$ cat src/hw/rtl/rhr_pkg.sv
`timescale 1ns / 1ps
// ----------------------------------------------------------------------------
// rhr_pkg: shared types and constants for the RGB hue rotator
// Channel width, hue arithmetic widths, sextant codes and the pipeline word.
// ----------------------------------------------------------------------------
package rhr_pkg;

    // Pixel channel width and packed pixel width
    localparam int CHAN_W  = 8;
    localparam int PIX_W   = 3 * CHAN_W;

    // Shift register width (fixed by the register) and hue constants
    localparam int SHIFT_W  = 16;
    localparam int DEG_FULL = 360;
    localparam int DEG_SEXT = 60;

    // Hue in 0..360 and the sum before the wrap, up to 719
    localparam int HUE_W  = 9;
    localparam int HSUM_W = HUE_W + 1;

    // Offset inside a sextant, 0..59
    localparam int J_W = 6;

    // 60 * channel difference and (difference * j) both fit here
    localparam int PROD_W = CHAN_W + 6;

    // Quotient of the hue divide is at most 60
    localparam int HUE_Q_W   = 6;
    localparam int HUE_S2_LO = 3;

    // Quotient of shift / 360 is at most 182
    localparam int MOD_Q_W   = 8;
    localparam int MOD_S1_LO = 5;
    localparam int MOD_S2_LO = 2;

    // Quotient of (difference * j) / 60 is below 2^CHAN_W
    localparam int PQ_S7_LO = CHAN_W / 2;

    // Payload stages ahead of the output register
    localparam int NSTG = 8;

    // Sextants, named by the hue at which each starts
    typedef enum logic [2:0] {
        SX_RED     = 3'd0,
        SX_YELLOW  = 3'd1,
        SX_GREEN   = 3'd2,
        SX_CYAN    = 3'd3,
        SX_BLUE    = 3'd4,
        SX_MAGENTA = 3'd5
    } sextant_t;

    // Word carried down the pipeline
    typedef struct packed {
        logic [PIX_W-1:0]   pix;
        logic               gray;
        logic [CHAN_W-1:0]  lo;
        logic [CHAN_W-1:0]  hi;
        logic [CHAN_W-1:0]  rng;
        sextant_t           sext;
        logic [PROD_W-1:0]  hrem;
        logic [HUE_Q_W-1:0] hq;
        logic [SHIFT_W-1:0] sm;
        logic [HUE_W-1:0]   h2;
        sextant_t           s;
        logic [J_W-1:0]     j;
        logic [PROD_W-1:0]  prem;
        logic [CHAN_W-1:0]  pq;
    } rhr_item_t;

    // Start hue of a sextant
    function automatic logic [HUE_W-1:0] sx_base(input sextant_t sx);
        logic [HUE_W-1:0] b;
        unique case (sx)
            SX_RED:     b = HUE_W'(0);
            SX_YELLOW:  b = HUE_W'(DEG_SEXT);
            SX_GREEN:   b = HUE_W'(2 * DEG_SEXT);
            SX_CYAN:    b = HUE_W'(3 * DEG_SEXT);
            SX_BLUE:    b = HUE_W'(4 * DEG_SEXT);
            SX_MAGENTA: b = HUE_W'(5 * DEG_SEXT);
            default:    b = HUE_W'(0);
        endcase
        return b;
    endfunction

endpackage

$ cat src/hw/rtl/rgb_hue_rotate.sv
`timescale 1ns / 1ps
// ----------------------------------------------------------------------------
// rgb_hue_rotate: streaming RGB hue rotator
// Finds min, max and hue of each pixel, adds the configured shift modulo 360
// and rebuilds the pixel from min, max and the new hue. Gray pixels pass.
// ----------------------------------------------------------------------------
// Takes one pixel per clock while the output side does not stall. The nine
// register stages are: channel sort, two stages of the hue divide (three
// quotient bits each, with shift-modulo-360 steps here and in the sort), hue add
// and wrap, sextant split, the difference times offset multiply, two stages
// of the divide by 60, and the rebuild into the output register. The whole
// pipeline advances together; s_tready falls only while the output word is
// held by m_tready low. shift_degrees is taken from cfg_wr_data when
// cfg_wr_en is high and is reduced modulo 360 inside.
module rgb_hue_rotate
    import rhr_pkg::*;
(
    input  logic                aclk,
    input  logic                aresetn,
    // Configuration
    input  logic                cfg_wr_en,
    input  logic [SHIFT_W-1:0]  cfg_wr_data,   // shift_degrees
    // Input pixel stream
    input  logic                s_tvalid,
    output logic                s_tready,
    input  logic [PIX_W-1:0]    s_tdata,       // red_in, green_in, blue_in
    // Output pixel stream
    output logic                m_tvalid,
    input  logic                m_tready,
    output logic [PIX_W-1:0]    m_tdata        // red_out, green_out, blue_out
);

    logic [SHIFT_W-1:0] shift_reg;
    logic               adv;
    logic [NSTG:1]      vld_reg;
    rhr_item_t          st_reg  [1:NSTG];
    rhr_item_t          st_next [1:NSTG];
    logic               out_vld_reg;
    logic [PIX_W-1:0]   out_reg;
    logic [PIX_W-1:0]   out_next;

    // Hold the shift register
    always_ff @(posedge aclk) begin
        if (!aresetn) begin
            shift_reg <= '0;
        end else if (cfg_wr_en) begin
            shift_reg <= cfg_wr_data;
        end
    end

    // Advance the whole pipeline unless the output word is held
    assign adv      = !out_vld_reg || m_tready;
    assign s_tready = adv;
    assign m_tvalid = out_vld_reg;
    assign m_tdata  = out_reg;

    // Stage 1: sort channels, form dividend, first shift modulo steps
    always_comb begin
        logic [CHAN_W-1:0]  r, g, b, num;
        rhr_item_t          it;
        it   = '0;
        r    = s_tdata[0*CHAN_W +: CHAN_W];
        g    = s_tdata[1*CHAN_W +: CHAN_W];
        b    = s_tdata[2*CHAN_W +: CHAN_W];
        it.pix = s_tdata;
        if (r <= g) begin
            if (r <= b) begin
                if (g <= b) begin
                    it.lo = r; it.hi = b; it.sext = SX_CYAN;  num = b - g; it.rng = b - r;
                end else begin
                    it.lo = r; it.hi = g; it.sext = SX_GREEN; num = b - r; it.rng = g - r;
                end
            end else begin
                it.lo = b; it.hi = g; it.sext = SX_YELLOW; num = g - r; it.rng = g - b;
            end
        end else begin
            if (r <= b) begin
                it.lo = g; it.hi = b; it.sext = SX_BLUE;    num = r - g; it.rng = b - g;
            end else if (g <= b) begin
                it.lo = g; it.hi = r; it.sext = SX_MAGENTA; num = r - b; it.rng = r - g;
            end else begin
                it.lo = b; it.hi = r; it.sext = SX_RED;     num = g - b; it.rng = r - b;
            end
        end
        it.gray = (it.rng == '0);
        it.hrem = PROD_W'(num) * PROD_W'(DEG_SEXT);
        it.sm   = shift_reg;
        for (int k = MOD_Q_W - 1; k >= MOD_S1_LO; k--) begin
            if (it.sm >= SHIFT_W'(DEG_FULL << k)) begin
                it.sm = it.sm - SHIFT_W'(DEG_FULL << k);
            end
        end
        st_next[1] = it;
    end

    // Stage 2: upper hue quotient bits, middle shift modulo steps
    always_comb begin
        rhr_item_t it;
        it = st_reg[1];
        for (int k = HUE_Q_W - 1; k >= HUE_S2_LO; k--) begin
            if (it.hrem >= (PROD_W'(it.rng) << k)) begin
                it.hrem  = it.hrem - (PROD_W'(it.rng) << k);
                it.hq[k] = 1'b1;
            end
        end
        for (int k = MOD_S1_LO - 1; k >= MOD_S2_LO; k--) begin
            if (it.sm >= SHIFT_W'(DEG_FULL << k)) begin
                it.sm = it.sm - SHIFT_W'(DEG_FULL << k);
            end
        end
        st_next[2] = it;
    end

    // Stage 3: lower hue quotient bits, last shift modulo steps
    always_comb begin
        rhr_item_t it;
        it = st_reg[2];
        for (int k = HUE_S2_LO - 1; k >= 0; k--) begin
            if (it.hrem >= (PROD_W'(it.rng) << k)) begin
                it.hrem  = it.hrem - (PROD_W'(it.rng) << k);
                it.hq[k] = 1'b1;
            end
        end
        for (int k = MOD_S2_LO - 1; k >= 0; k--) begin
            if (it.sm >= SHIFT_W'(DEG_FULL << k)) begin
                it.sm = it.sm - SHIFT_W'(DEG_FULL << k);
            end
        end
        st_next[3] = it;
    end

    // Stage 4: hue plus shift, wrapped into 0..359
    always_comb begin
        rhr_item_t        it;
        logic [HSUM_W-1:0] hsum;
        it   = st_reg[3];
        hsum = HSUM_W'(sx_base(it.sext)) + HSUM_W'(it.hq) + HSUM_W'(it.sm[HUE_W-1:0]);
        if (hsum >= HSUM_W'(DEG_FULL)) begin
            hsum = hsum - HSUM_W'(DEG_FULL);
        end
        it.h2 = hsum[HUE_W-1:0];
        st_next[4] = it;
    end

    // Stage 5: split new hue into sextant and offset
    always_comb begin
        rhr_item_t        it;
        logic [HUE_W-1:0] joff;
        it = st_reg[4];
        priority if (it.h2 < HUE_W'(DEG_SEXT)) begin
            it.s = SX_RED;
        end else if (it.h2 < HUE_W'(2 * DEG_SEXT)) begin
            it.s = SX_YELLOW;
        end else if (it.h2 < HUE_W'(3 * DEG_SEXT)) begin
            it.s = SX_GREEN;
        end else if (it.h2 < HUE_W'(4 * DEG_SEXT)) begin
            it.s = SX_CYAN;
        end else if (it.h2 < HUE_W'(5 * DEG_SEXT)) begin
            it.s = SX_BLUE;
        end else begin
            it.s = SX_MAGENTA;
        end
        joff = it.h2 - sx_base(it.s);
        it.j = joff[J_W-1:0];
        st_next[5] = it;
    end

    // Stage 6: difference times offset
    always_comb begin
        rhr_item_t it;
        it      = st_reg[5];
        it.prem = PROD_W'(it.rng) * PROD_W'(it.j);
        it.pq   = '0;
        st_next[6] = it;
    end

    // Stage 7: upper bits of product / 60
    always_comb begin
        rhr_item_t it;
        it = st_reg[6];
        for (int k = CHAN_W - 1; k >= PQ_S7_LO; k--) begin
            if (it.prem >= PROD_W'(DEG_SEXT << k)) begin
                it.prem  = it.prem - PROD_W'(DEG_SEXT << k);
                it.pq[k] = 1'b1;
            end
        end
        st_next[7] = it;
    end

    // Stage 8: lower bits of product / 60; remainder left in prem
    always_comb begin
        rhr_item_t it;
        it = st_reg[7];
        for (int k = PQ_S7_LO - 1; k >= 0; k--) begin
            if (it.prem >= PROD_W'(DEG_SEXT << k)) begin
                it.prem  = it.prem - PROD_W'(DEG_SEXT << k);
                it.pq[k] = 1'b1;
            end
        end
        st_next[8] = it;
    end

    // Stage 9: rising and falling channels, sextant select, gray bypass
    always_comb begin
        rhr_item_t         it;
        logic [CHAN_W-1:0] up, dn, ro, go, bo;
        it = st_reg[8];
        up = it.lo + it.pq;
        dn = it.hi - (it.pq + CHAN_W'(it.prem != '0));
        unique case (it.s)
            SX_RED:     begin ro = it.hi; go = up;    bo = it.lo; end
            SX_YELLOW:  begin ro = dn;    go = it.hi; bo = it.lo; end
            SX_GREEN:   begin ro = it.lo; go = it.hi; bo = up;    end
            SX_CYAN:    begin ro = it.lo; go = dn;    bo = it.hi; end
            SX_BLUE:    begin ro = up;    go = it.lo; bo = it.hi; end
            SX_MAGENTA: begin ro = it.hi; go = it.lo; bo = dn;    end
            default:    begin ro = it.hi; go = it.lo; bo = dn;    end
        endcase
        if (it.gray) begin
            out_next = it.pix;
        end else begin
            out_next = {bo, go, ro};
        end
    end

    // Advance valid bits
    always_ff @(posedge aclk) begin
        if (!aresetn) begin
            vld_reg     <= '0;
            out_vld_reg <= 1'b0;
        end else if (adv) begin
            vld_reg     <= {vld_reg[NSTG-1:1], s_tvalid};
            out_vld_reg <= vld_reg[NSTG];
        end
    end

    // Advance payload words
    always_ff @(posedge aclk) begin
        if (adv) begin
            for (int i = 1; i <= NSTG; i++) begin
                st_reg[i] <= st_next[i];
            end
            out_reg <= out_next;
        end
    end

endmodule

$ cat config.mk
export PLATFORM = sky130hd
export DESIGN_NAME = rgb_hue_rotate
export DESIGN_NICKNAME = d
export VERILOG_FILES = /design/src/hw/rtl/rhr_pkg.sv /design/src/hw/rtl/rgb_hue_rotate.sv
export SDC_FILE = /design/constraint.sdc
export NUM_CORES = 1
export LEC_CHECK = 0
export BUFFER_PORTS_ARGS = -buffer_cell sky130_fd_sc_hd__buf_4
export CORE_AREA = 5 5 322 261
export DETAILED_ROUTE_END_ITERATION = 6
export DIE_AREA = 0 0 327 266
export PLACE_DENSITY = 0.68
export SYNTH_ARGS = -nofsm -noshare
export SYNTH_HDL_FRONTEND = slang
export SYNTH_SLANG_ARGS = --single-unit
$ cat constraint.sdc
create_clock -name aclk -period 15.6 [get_ports aclk]
set_clock_uncertainty 0.1 [all_clocks]
set_input_delay 0.78 -clock aclk [delete_from_list [all_inputs] [get_ports aclk]]
set_output_delay 0.78 -clock aclk [all_outputs]
set_load 0.005 [all_outputs]
==> summary.txt <==
Row cnt = 93
Die width = 327 um
Hold path depth = 1
Synth Area per Inst = 12.1 sq um
Top FF cell, synth = edfxtp_1
Most used cell, CP = o21ai_0
WL/cell = 16.0 um
Yosys warning count = 0
Post-CTS Hold Buffers = 0
Area leader, netlist = edfxtp_1
Unrepaired setup endpoints after global routing = false
Antenna-violating nets left = 0
Worst path arrival time = 8.65 ns
Resized Gates After CTS = 0
Total GRT Usage = 13.8%
Vias in the first global route = 18.8k
Clock Latency Late Sink = 0.65 ns
CTS buffer count = 57
Slew Limit Fails = 0
Top cell type's share of synthesized area = 52.6%
Max incr delay on CP = 0.62 ns
FF-to-FF setup slack = 7.22 ns
Largest register FFs = 532
Share of cells above drive strength 1 = 10.1%
Slew @ Worst Pin = 1.04 ns
RePlAce Congestion = 0.874
Total number of vias = 19.7k
Final worst-path cycle share = 53.7%
Max Clock Freq = 0.119 GHz
CP Launch Point = st_reg[0][208]
Hold worst-path end = st_reg[0][251]
FF+latch count, synth = 581
Layout Utilization = 44.2%
Post-synth cell types = 112
# fillers = 7163
# setup viols final = 0
Post-Place Cell Area = 33400 sq um
Top post-synthesis cells by count = edfxtp_1, inv_1, ha_1, nand2_1, a21oi_1
Post-Route WL = 60.7 mm
Initial DRC count = 1656
Largest net degree at the start of global routing = 181
Max-Cap Viols = 0
Clock tree buffer depth = 3
# clock sinks = 581
Port bufs = 70
Area grow syn2layout = 11.6%
Final cell count without fillers = 3786
Syn nets = 2910
Design Area, Final = 35500 sq um
Initial core utilization = 39.6%
Post-synth ARST share = 0%
Worst slew margin = 30.8%
Core ar. = 80200 sq um
Initial antenna violation count = 2
Reg2Reg Launch Point = st_reg[0][208]
Vias per cell = 5.21
Residual DRC = 0
Top cells by area, synth = edfxtp_1, ha_1, fa_1
Min-delay src = s_tdata[19]
CP Launch Type = flop
Critical Path Sink Type = flop
EDFF count, synth = 556
Gr ovfl total = 0
Die area = 87000 sq um
CP max stage cell = o311a_1
Cell with the most instances after synthesis = edfxtp_1
Crit Path Category = flop to flop
DRT Pass-1 Iters = 6
Register-to-Register Path Depth = 33
DP HPWL = 43.7 mm
Post-CTS Setup Bufs = 0
Hold Path Class = primary input to flop
Post-Syn Instances = 2625
Req. time, crit path = 15.86 ns
Status = completed
Final Hold Vio Count = 0
Clock-pin slew on the worst setup and hold paths = 0.06 ns
Minimum clock period = 8.38 ns
First-pass GRT wire length = 99.6 mm
Sequential area share after synthesis = 54.1%
I/O pins = 71
RR Endpoint = st_reg[0][328]
Final nets = 2976
CTS tree = yes
TNS Setup = 0 ns
CP max FO = 16
Cell Area, Synth = 31800 sq um
Placed cell count = 3677
Die Ht = 266 um
H-Tree Level Count = 2
CTS Root Cell = clkbuf_16
metrics by stage:
step | worst slack [ns] | hold WS [ns]
after floorplan | 7.04 | 0.300
after global placement | 7.49 | 0.300
after detailed placement | 7.26 | 0.305
after CTS | 7.23 | 0.223
after global routing | 6.37 | 0.240
final | 7.22 | 0.272
worst max-delay path by stage:
stage                     cells after the start  slack, ns              to
final                                        33       7.22  st_reg[0][328]
after global routing                         33       6.37  st_reg[0][328]
after CTS                                    33       7.23  st_reg[0][328]
after detailed placement                     33       7.26  st_reg[0][328]
after global placement                       33       7.49  st_reg[0][328]
after floorplan                               3       7.04      m_tdata[0]
final cells by class:
type	instances	area, sq um	share of cell area, %
flip-flops and latches	581	17200	48.5
inverters	211	808	2.28
repair buffers	86	658	1.86
diodes	2	5.00	0.0141
well taps	1045	1310	3.69
clock buffers	60	1440	4.05
clock inverters	47	581	1.64
multi-input cells	1754	13500	38.0
placed cells by master, fill, tap and decap left out, types with 45 or more instances in the layout:
master and instances:
fa_1 58, nor2_1 149, a21oi_1 159, xor2_1 50, ha_1 182, a21o_1 51, o21ai_0 87, xnor2_1 125
nor2b_1 45, buf_4 85, clkbuf_16 57, nand2_1 171, inv_1 205, mux2i_1 74, edfxtp_1 556
logic make-up (layout without fill, tap and decap cells):
logic type	after synthesis	count (layout)	share of synthesized area (%)
xor gates and xnor gates	178	178	4.98
muxes	111	111	3.83
DFF	581	581	54.1
buffers and inverters	290	404	3.50
AOI/OAI and AO/OA	611	611	12.9
and+or+nand+nor	613	613	9.76
other	0	2	0
adders and majority gates	241	241	10.9
critical path: cells and delay by family, from the launching register on:
| kind | cells | cell delay, ns |
|---|---|---|
| mux | 2 | 0.90 |
| flops | 1 | 0.49 |
| compound gates | 16 | 3.66 |
| simple gates | 9 | 1.66 |
| fa+ha+maj | 3 | 0.80 |
| buf+inv | 3 | 0.53 |
per-layer routing:
| layer | track usage (%) | routed length [um] |
|---|---|---|
| met4 | 3.47 | 1040 |
| met1 | 21.0 | 30300 |
| met5 | 0 | 0 |
| met3 | 2.13 | 3110 |
| met2 | 20.6 | 26200 |
Power is not shown: default switching activity piles up to over one toggle a cycle in this logic, so the estimate is an artifact.
